[src/rtl/i2cms_pkg.sv]
`default_nettype none
package i2cms_pkg;

   localparam logic [2:0] OP_TICK  = 3'd0;
   localparam logic [2:0] OP_START = 3'd1;
   localparam logic [2:0] OP_STOP  = 3'd2;
   localparam logic [2:0] OP_WRITE = 3'd3;
   localparam logic [2:0] OP_READ  = 3'd4;

   localparam int unsigned HALF_W = 16;
   localparam logic [HALF_W-1:0] HALF_RESET = 16'd5;
   localparam logic [3:0] ACK_SLOT = 4'd8;

   typedef enum logic [2:0] {
      CMD_TICK,
      CMD_START,
      CMD_STOP,
      CMD_WRITE,
      CMD_READ
   } cmd_type;

   typedef enum logic [1:0] {
      PH_IDLE,
      PH_LOW,
      PH_HIGH
   } phase_type;

   typedef struct packed {
      cmd_type    cmd;
      logic [7:0] data_byte;
      logic       nack_after;
      logic       sda_in;
   } item_type;

   typedef struct packed {
      logic       scl_level;
      logic       sda_pull_low;
      logic       busy_res;
      logic       done_res;
      logic [7:0] read_data;
      logic       ack_error;
   } result_type;

endpackage
`default_nettype wire

[src/rtl/i2c_master_byte_sequencer_core.sv]
`default_nettype none
// Channel   Handshake          Payload
// req       push / full        req_operation, req_data_byte, req_nack_after, req_sda_in
// rsp       empty / pop        rsp_scl_level, rsp_sda_pull_low, rsp_busy_res,
//                              rsp_done_res, rsp_read_data, rsp_ack_error
// csr       csr_we             csr_wdata (SCL half period in base ticks)
//
// One beat in, one beat out; the engine takes one queued beat per cycle while the result buffer has room.
// A beat is registered first in the command queue, then through the engine
// into the two-entry result buffer. The queue holds QUEUE_DEPTH beats.
// Reset is synchronous: queues empty, SCL high, SDA released, half period 5.
// A stalled pop holds the engine once the result buffer fills; full then rises.
module i2c_master_byte_sequencer_core #(
   parameter int unsigned QUEUE_DEPTH = 4
) (
   input  wire logic        clock,
   input  wire logic        reset,
   input  wire logic        push,
   output logic             full,
   input  wire logic [2:0]  req_operation,
   input  wire logic [7:0]  req_data_byte,
   input  wire logic        req_nack_after,
   input  wire logic        req_sda_in,
   output logic             empty,
   input  wire logic        pop,
   output logic             rsp_scl_level,
   output logic             rsp_sda_pull_low,
   output logic             rsp_busy_res,
   output logic             rsp_done_res,
   output logic [7:0]       rsp_read_data,
   output logic             rsp_ack_error,
   input  wire logic        csr_we,
   input  wire logic [15:0] csr_wdata
);
   import i2cms_pkg::*;

   logic       head_valid;
   logic       head_pop;
   item_type   head_item;
   result_type result;

   i2cms_front #(
      .QUEUE_DEPTH(QUEUE_DEPTH)
   ) u_front (
      .clock      (clock),
      .reset      (reset),
      .push       (push),
      .full       (full),
      .operation  (req_operation),
      .data_byte  (req_data_byte),
      .nack_after (req_nack_after),
      .sda_in     (req_sda_in),
      .head_valid (head_valid),
      .head_item  (head_item),
      .head_pop   (head_pop)
   );

   i2cms_back u_back (
      .clock      (clock),
      .reset      (reset),
      .csr_we     (csr_we),
      .csr_wdata  (csr_wdata),
      .head_valid (head_valid),
      .head_item  (head_item),
      .head_pop   (head_pop),
      .empty      (empty),
      .pop        (pop),
      .result     (result)
   );

   assign rsp_scl_level    = result.scl_level;
   assign rsp_sda_pull_low = result.sda_pull_low;
   assign rsp_busy_res     = result.busy_res;
   assign rsp_done_res     = result.done_res;
   assign rsp_read_data    = result.read_data;
   assign rsp_ack_error    = result.ack_error;

   a_done_not_busy: assert property (@(posedge clock) disable iff (reset)
      (!empty && rsp_done_res) |-> !rsp_busy_res)
      else $error("done beat still reports busy");

   a_reset_clears: assert property (@(posedge clock)
      reset |=> (empty && !full))
      else $error("queues not empty after reset");

   a_result_kept: assert property (@(posedge clock) disable iff (reset)
      (!empty && !pop) |=> !empty)
      else $error("waiting result beat lost");

   a_engine_moves: assert property (@(posedge clock) disable iff (reset)
      (head_valid && empty) |=> !empty)
      else $error("engine stalled with room in result buffer");

endmodule
`default_nettype wire

[src/rtl/i2cms_front.sv]
`default_nettype none
module i2cms_front #(
   parameter int unsigned QUEUE_DEPTH = 4
) (
   input  wire logic                clock,
   input  wire logic                reset,
   input  wire logic                push,
   output logic                     full,
   input  wire logic [2:0]          operation,
   input  wire logic [7:0]          data_byte,
   input  wire logic                nack_after,
   input  wire logic                sda_in,
   output logic                     head_valid,
   output i2cms_pkg::item_type      head_item,
   input  wire logic                head_pop
);
   import i2cms_pkg::*;

   localparam int unsigned PTR_W = (QUEUE_DEPTH > 1) ? $clog2(QUEUE_DEPTH) : 1;
   localparam int unsigned CNT_W = $clog2(QUEUE_DEPTH + 1);
   localparam logic [PTR_W-1:0] LAST_PTR = PTR_W'(QUEUE_DEPTH - 1);
   localparam logic [CNT_W-1:0] FULL_CNT = CNT_W'(QUEUE_DEPTH);

   item_type         slot_ff [QUEUE_DEPTH];
   logic [PTR_W-1:0] wr_ptr_ff, wr_ptr_in;
   logic [PTR_W-1:0] rd_ptr_ff, rd_ptr_in;
   logic [CNT_W-1:0] count_ff, count_in;
   item_type         decoded;
   logic             do_push;
   logic             do_pop;

   always_comb begin
      decoded.data_byte  = data_byte;
      decoded.nack_after = nack_after;
      decoded.sda_in     = sda_in;
      unique case (operation)
         OP_START: decoded.cmd = CMD_START;
         OP_STOP:  decoded.cmd = CMD_STOP;
         OP_WRITE: decoded.cmd = CMD_WRITE;
         OP_READ:  decoded.cmd = CMD_READ;
         default:  decoded.cmd = CMD_TICK;
      endcase
   end

   assign full       = (count_ff == FULL_CNT);
   assign head_valid = (count_ff != '0);
   assign head_item  = slot_ff[rd_ptr_ff];
   assign do_push    = push && !full;
   assign do_pop     = head_pop && head_valid;

   always_comb begin
      wr_ptr_in = wr_ptr_ff;
      rd_ptr_in = rd_ptr_ff;
      count_in  = count_ff;
      if (do_push) begin
         wr_ptr_in = (wr_ptr_ff == LAST_PTR) ? '0 : wr_ptr_ff + 1'b1;
      end
      if (do_pop) begin
         rd_ptr_in = (rd_ptr_ff == LAST_PTR) ? '0 : rd_ptr_ff + 1'b1;
      end
      if (do_push && !do_pop) begin
         count_in = count_ff + 1'b1;
      end else if (do_pop && !do_push) begin
         count_in = count_ff - 1'b1;
      end
   end

   always_ff @(posedge clock) begin
      if (reset) begin
         wr_ptr_ff <= '0;
         rd_ptr_ff <= '0;
         count_ff  <= '0;
      end else begin
         wr_ptr_ff <= wr_ptr_in;
         rd_ptr_ff <= rd_ptr_in;
         count_ff  <= count_in;
      end
   end

   always_ff @(posedge clock) begin
      if (do_push) begin
         slot_ff[wr_ptr_ff] <= decoded;
      end
   end

endmodule
`default_nettype wire

[src/rtl/i2cms_back.sv]
`default_nettype none
module i2cms_back (
   input  wire logic                 clock,
   input  wire logic                 reset,
   input  wire logic                 csr_we,
   input  wire logic [15:0]          csr_wdata,
   input  wire logic                 head_valid,
   input  wire i2cms_pkg::item_type  head_item,
   output logic                      head_pop,
   output logic                      empty,
   input  wire logic                 pop,
   output i2cms_pkg::result_type     result
);
   import i2cms_pkg::*;

   logic [HALF_W-1:0] half_ff;
   phase_type         phase_ff, phase_in;
   logic [3:0]        bit_ff, bit_in;
   logic [7:0]        shift_ff, shift_in;
   logic [HALF_W-1:0] tick_ff, tick_in;
   cmd_type           op_ff, op_in;
   logic              nack_ff, nack_in;
   logic              scl_ff, scl_in;
   logic              sda_ff, sda_in;
   logic [7:0]        rdata_ff, rdata_in;
   logic              ackerr_ff, ackerr_in;

   result_type        out_q_ff [2];
   logic              out_wr_ff, out_rd_ff;
   logic [1:0]        out_cnt_ff, out_cnt_in;

   logic [HALF_W-1:0] half_eff;
   logic [HALF_W:0]   tick_next;
   logic              half_end;
   logic              start_cmd;
   logic              step;
   logic              done;
   logic [7:0]        shifted;
   logic [3:0]        bit_next;
   logic              out_pop;
   result_type        step_result;

   assign half_eff  = (half_ff == '0) ? HALF_W'(1) : half_ff;
   assign tick_next = {1'b0, tick_ff} + 1'b1;
   assign half_end  = (phase_ff != PH_IDLE) && (tick_next >= {1'b0, half_eff});
   assign start_cmd = (phase_ff == PH_IDLE) && (head_item.cmd != CMD_TICK);
   assign step      = head_valid && (out_cnt_ff != 2'd2);
   assign head_pop  = step;
   assign shifted   = (op_ff == CMD_WRITE) ? {shift_ff[6:0], 1'b0} : shift_ff;
   assign bit_next  = bit_ff + 1'b1;

   always_comb begin
      phase_in = phase_ff;
      unique case (phase_ff)
         PH_IDLE: begin
            if (start_cmd) begin
               phase_in = PH_LOW;
            end
         end
         PH_LOW: begin
            if (half_end) begin
               phase_in = PH_HIGH;
            end
         end
         PH_HIGH: begin
            if (half_end) begin
               if (op_ff == CMD_START || op_ff == CMD_STOP || bit_ff >= ACK_SLOT) begin
                  phase_in = PH_IDLE;
               end else begin
                  phase_in = PH_LOW;
               end
            end
         end
         default: phase_in = PH_IDLE;
      endcase
   end

   always_comb begin
      bit_in    = bit_ff;
      shift_in  = shift_ff;
      tick_in   = tick_ff;
      op_in     = op_ff;
      nack_in   = nack_ff;
      scl_in    = scl_ff;
      sda_in    = sda_ff;
      rdata_in  = rdata_ff;
      ackerr_in = ackerr_ff;
      done      = 1'b0;
      if (phase_ff == PH_IDLE) begin
         if (start_cmd) begin
            op_in   = head_item.cmd;
            tick_in = '0;
            bit_in  = '0;
            unique case (head_item.cmd)
               CMD_START: begin
                  scl_in = 1'b1;
                  sda_in = 1'b0;
               end
               CMD_STOP: begin
                  scl_in = 1'b0;
                  sda_in = 1'b1;
               end
               CMD_WRITE: begin
                  shift_in = head_item.data_byte;
                  nack_in  = head_item.nack_after;
                  scl_in   = 1'b0;
                  sda_in   = ~head_item.data_byte[7];
               end
               default: begin
                  shift_in = '0;
                  nack_in  = head_item.nack_after;
                  scl_in   = 1'b0;
                  sda_in   = 1'b0;
               end
            endcase
         end
      end else if (!half_end) begin
         tick_in = tick_next[HALF_W-1:0];
      end else begin
         tick_in = '0;
         if (phase_ff == PH_LOW) begin
            if (op_ff == CMD_READ && bit_ff < ACK_SLOT) begin
               shift_in = {shift_ff[6:0], head_item.sda_in};
            end
            if (op_ff == CMD_WRITE && bit_ff == ACK_SLOT) begin
               ackerr_in = head_item.sda_in;
            end
            scl_in = 1'b1;
            if (op_ff == CMD_START) begin
               sda_in = 1'b1;
            end
         end else if (op_ff == CMD_START) begin
            done = 1'b1;
         end else if (op_ff == CMD_STOP) begin
            sda_in = 1'b0;
            done   = 1'b1;
         end else if (bit_ff >= ACK_SLOT) begin
            if (op_ff == CMD_WRITE) begin
               scl_in = 1'b0;
            end else begin
               rdata_in = shift_ff;
            end
            done = 1'b1;
         end else begin
            shift_in = shifted;
            bit_in   = bit_next;
            scl_in   = 1'b0;
            if (bit_next < ACK_SLOT) begin
               sda_in = (op_ff == CMD_WRITE) ? ~shifted[7] : 1'b0;
            end else begin
               sda_in = (op_ff == CMD_WRITE) ? 1'b0 : ~nack_ff;
            end
         end
      end
   end

   always_comb begin
      step_result.scl_level    = scl_in;
      step_result.sda_pull_low = sda_in;
      step_result.busy_res     = (phase_in != PH_IDLE);
      step_result.done_res     = done;
      step_result.read_data    = rdata_in;
      step_result.ack_error    = ackerr_in;
   end

   always_ff @(posedge clock) begin
      if (reset) begin
         half_ff   <= HALF_RESET;
         phase_ff  <= PH_IDLE;
         bit_ff    <= '0;
         shift_ff  <= '0;
         tick_ff   <= '0;
         op_ff     <= CMD_TICK;
         nack_ff   <= 1'b0;
         scl_ff    <= 1'b1;
         sda_ff    <= 1'b0;
         rdata_ff  <= '0;
         ackerr_ff <= 1'b0;
      end else begin
         if (csr_we) begin
            half_ff <= csr_wdata;
         end
         if (step) begin
            phase_ff  <= phase_in;
            bit_ff    <= bit_in;
            shift_ff  <= shift_in;
            tick_ff   <= tick_in;
            op_ff     <= op_in;
            nack_ff   <= nack_in;
            scl_ff    <= scl_in;
            sda_ff    <= sda_in;
            rdata_ff  <= rdata_in;
            ackerr_ff <= ackerr_in;
         end
      end
   end

   assign empty   = (out_cnt_ff == 2'd0);
   assign out_pop = pop && !empty;
   assign result  = out_q_ff[out_rd_ff];

   always_comb begin
      out_cnt_in = out_cnt_ff;
      if (step && !out_pop) begin
         out_cnt_in = out_cnt_ff + 1'b1;
      end else if (out_pop && !step) begin
         out_cnt_in = out_cnt_ff - 1'b1;
      end
   end

   always_ff @(posedge clock) begin
      if (reset) begin
         out_wr_ff  <= 1'b0;
         out_rd_ff  <= 1'b0;
         out_cnt_ff <= '0;
      end else begin
         out_cnt_ff <= out_cnt_in;
         if (step) begin
            out_wr_ff <= ~out_wr_ff;
         end
         if (out_pop) begin
            out_rd_ff <= ~out_rd_ff;
         end
      end
   end

   always_ff @(posedge clock) begin
      if (step) begin
         out_q_ff[out_wr_ff] <= step_result;
      end
   end

endmodule
`default_nettype wire

[config.mk]
export PLATFORM = sky130hd
export DESIGN_NAME = i2c_master_byte_sequencer_core
export DESIGN_NICKNAME = d
export VERILOG_FILES = /design/src/rtl/i2cms_pkg.sv /design/src/rtl/i2c_master_byte_sequencer_core.sv /design/src/rtl/i2cms_front.sv /design/src/rtl/i2cms_back.sv
export SDC_FILE = /design/constraint.sdc
export NUM_CORES = 1
export LEC_CHECK = 0
export BUFFER_PORTS_ARGS = -buffer_cell sky130_fd_sc_hd__buf_2
export CORE_MARGIN = 2
export CORE_UTILIZATION = 45
export DETAILED_ROUTE_END_ITERATION = 8
export HOLD_SLACK_MARGIN = 0.05
export PLACE_DENSITY = 0.67
export SLEW_MARGIN = 25
export SYNTH_ARGS = -nofsm -noshare
export SYNTH_HDL_FRONTEND = slang
export SYNTH_SLANG_ARGS = --single-unit
[constraint.sdc]
create_clock -name clock -period 4.9 [get_ports clock]
set_input_delay 0.49 -clock clock [delete_from_list [all_inputs] [get_ports clock]]
set_output_delay 0.49 -clock clock [all_outputs]
set_load 0.02 [all_outputs]
==> metrics.txt <==
worst vdd ir=0.000333 V; die width=about 130 um; count of pins on the block boundary=49; # diodes=0; post-synthesis sequential element count=approximately 150; net count reported at finish=between 700 and 800; count of synthesis-stage warnings from yosys=0; global-route wire length before repair=around 23000 um; quantity of I/O buffers inserted on ports=48; most used flip-flop cell after synthesis=edfxtp_1; Hold-fix buffers, CTS=0; layout cells sized above 1=a little over a fifth; most common library cells after synthesis=78 x edfxtp_1, 75 x dfxtp_1, 70 x nor2_1, 52 x nand2_1, 38 x mux2i_1; fraction of synthesized cell area taken by the top area cell type=32.3%; HPWL reported at the end of detailed placement=9620 um; async set-or-reset flop fraction in the synthesized netlist=0%; met3 Resource Use GR=roughly 3.7%; power share of the clock group=31.1%; starting utilization of the core area=45.9%; total standard cell area after synthesis=approximately 7300 um2; Internal Dissipation=roughly 0.0029 W; type of origin of the critical path=register; fill cell count=1354; hold violation total from the final report=0; Skew-Pair Late Insertion Delay=0.42 ns; Reg clk slew, reported paths=0.07 ns; number of buffers added for setup after CTS=0; Hold Path Class=in -> reg; number of buffers added by the clock tree synthesis step=17; H-tree depth=4; routability congestion estimate=0.908; core area=15800 um2; y dimension of the die=about 130 um; endpoint type of the worst setup path=register; detailed-route via count=between 4000 and 5000; count of standard-cell rows=46; sequential fraction of design power=between 40 and 50%; static leakage power=about 3.2 nW; DR iter-0 viols=278; required time of the critical path=5.07 ns; total routing usage reported by global routing=between 15 and 20%; global-route track usage on met2=between 20% and 30%; largest fanout on the critical path=10; Max-Cap Viols=0; slew at the pin with the worst max-slew slack=between 0.8 and 0.9 ns; CTS tree=done; CTS root buffer=clkbuf_16; detail-routed via count per cell=5.38; number of routed nets with antenna violations=0; Hold Path Depth=3; worst min-delay path startpoint=csr_wdata[0]; Worst Reg2Reg Path Length in Cells=14; startpoint of the lowest-slack register-to-register path=u_back.tick_ff[0]$_SDFFE_PP0P_; number of unique standard cell types used by synthesis=67; largest net degree at the start of global routing=64; final sum of negative setup slack=0 ns; number of synthesized flops with an enable pin=just under 80; Routed Wire Length=about 14000 um; most frequently used cell type in the post-synthesis netlist=edfxtp_1; vias in the first global route=4657; status=finished, final reports clean; post-synthesis to final-layout area growth=13.9%; final period demand of the worst path=roughly 4.2 ns; Worst Hold End=u_back.half_ff[0]$_SDFFE_PP1P_; final critical-path share of the clock period=86.1%; P_sw=around 0.0015 W; Max Clock Skew=0.00938 ns; top post-synthesis cells by area=edfxtp_1 32%, dfxtp_1 21%, mux2i_1 5.2%; Crit Reg-Reg Endpoint=u_back.out_q_ff[0][1]$_DFFE_PP_; relative slew slack=41.8%; Crit Path Category=reg -> reg; Die Outline Area=17200 um2; clock tree sinks=153; pwr dens=529 nW/um2; switching power as a share of total power=roughly a third; GRT busiest layer=met2; Final Slew Violations=0; buffer depth of the longest clock path=2; leading area contributor after synthesis=edfxtp_1; synthesized instance count=about 620; total DRC errors in the routed layout=0; post-cts repair resize count=0; M1 GR Usage=22.4%; iteration count of the initial detailed-routing pass=5; total overflow reported by the global router=0; minimum hold slack=0.280 ns; maximum clock frequency=0.237 GHz; average wire length per cell after detail routing=~16 um; data arrival time of the worst path=4.38 ns; setup repair after global routing missed its margin=false; combinational fraction of design power=28.7%; syn avg cell area=11.7 um2; Syn Nets=about 680; initial antenna violation count=0; Final setup violation count=0; proportion of synthesized chip area in sequential cells=52.9%; internal reg-to-reg setup slack=~0.68 ns
logic make-up after synthesis:
group	synth area share, %
AND/OR/NAND/NOR	14.9
adder cells (fa/ha/maj)	4.76
buffers and inverters	3.08
multiplexers	12.7
XOR/XNOR	2.29
flip-flops	52.9
AO/OA/AOI/OAI	9.36
worst max-delay path by stage:
stage,from,to
finish,u_back.tick_ff[0]$_SDFFE_PP0P_,u_back.out_q_ff[0][1]$_DFFE_PP_
global placement,u_back.tick_ff[0]$_SDFFE_PP0P_,u_back.out_q_ff[0][7]$_DFFE_PP_
floorplan,u_back.tick_ff[0]$_SDFFE_PP0P_,u_back.out_q_ff[0][1]$_DFFE_PP_
detailed placement,u_back.tick_ff[0]$_SDFFE_PP0P_,u_back.out_q_ff[1][1]$_DFFE_PP_
CTS,u_back.tick_ff[0]$_SDFFE_PP0P_,u_back.out_q_ff[0][1]$_DFFE_PP_
global route,u_back.tick_ff[0]$_SDFFE_PP0P_,u_back.tick_ff[5]$_SDFFE_PP0P_
power groups by stage:
stage	logic (W)	registers (W)	clock network, W
floorplan	0.00105	0.00169	0
global placement	0.00122	0.00178	0
detailed placement	0.00126	0.00179	0
CTS	0.00127	0.00177	0.00138
global route	0.00138	0.00180	0.00143
finish	0.00125	0.00176	0.00136
cell type report:
| type | count | area (um2) | share of cell area [%] |
|---|---|---|---|
| Sequential cell | 153 | 3840 | 46.5 |
| Multi-Input combinational cell | 413 | 3190 | 38.6 |
| Clock buffer | 17 | 425 | 5.14 |
| Inverter | 26 | 97.6 | 1.18 |
| Clock inverter | 15 | 191 | 2.31 |
| Timing Repair Buffer | 49 | 248 | 3.00 |
| Tap cell | 216 | 270 | 3.27 |
per-stage QoR:
step	cells	instance area (um2)	power (W)	setup WS, ns	util (%)
after floorplan	621	7260	0.00274	1.19	-
after global placement	857	7650	0.00300	0.826	48.3
after detailed placement	857	7650	0.00305	0.691	48.4
after CTS	889	8270	0.00442	0.661	52.3
after global routing	889	8270	0.00460	0.417	52.3
final	889	8270	0.00438	0.683	52.3
critical path, stage by stage (launching register included):
cell and delay (ns):
dfxtp_1 0.42, ha_1 0.23, and2_1 0.16, nand4_1 0.23
nor2_1 0.25, nand3_1 0.12, and2_1 0.18, or2_2 0.29
ha_1 0.31, nand3_2 0.11, nor3_4 0.31, nand4_4 0.16
o211ai_4 0.42, nand4_2 0.35, mux2_2 0.41
flip-flops by register name, indices dropped and copies added (netlist names), 3 cells and up, named ones only:
register,count
u_back.half_ff,16
u_back.bit_ff,4
u_back.tick_ff,16
u_front.count_ff,3
u_back.out_q_ff,26
u_front.slot_ff,52
u_back.shift_ff,8
u_back.rdata_ff,8
u_back.op_ff,3
cell usage in the layout, fill, tap and decap left out, drive strengths merged, types with 22 or more instances in the layout:
master / synthesis / routed
buf: 11 / 49
nand3: 23 / 23
nand2: 52 / 52
mux2i: 38 / 38
nor2: 73 / 73
dfxtp: 75 / 75
mux2: 22 / 22
edfxtp: 78 / 78
ha: 26 / 26
inv: 26 / 31
routing by layer:
metal | up-vias | wire length [um]
met5 | - | 0
met4 | 0 | 189
met3 | 16 | 556
met2 | 94 | 6800
met1 | 2329 | 6550
li1 | 2347 | -
(Power assumes the default switching activity.)
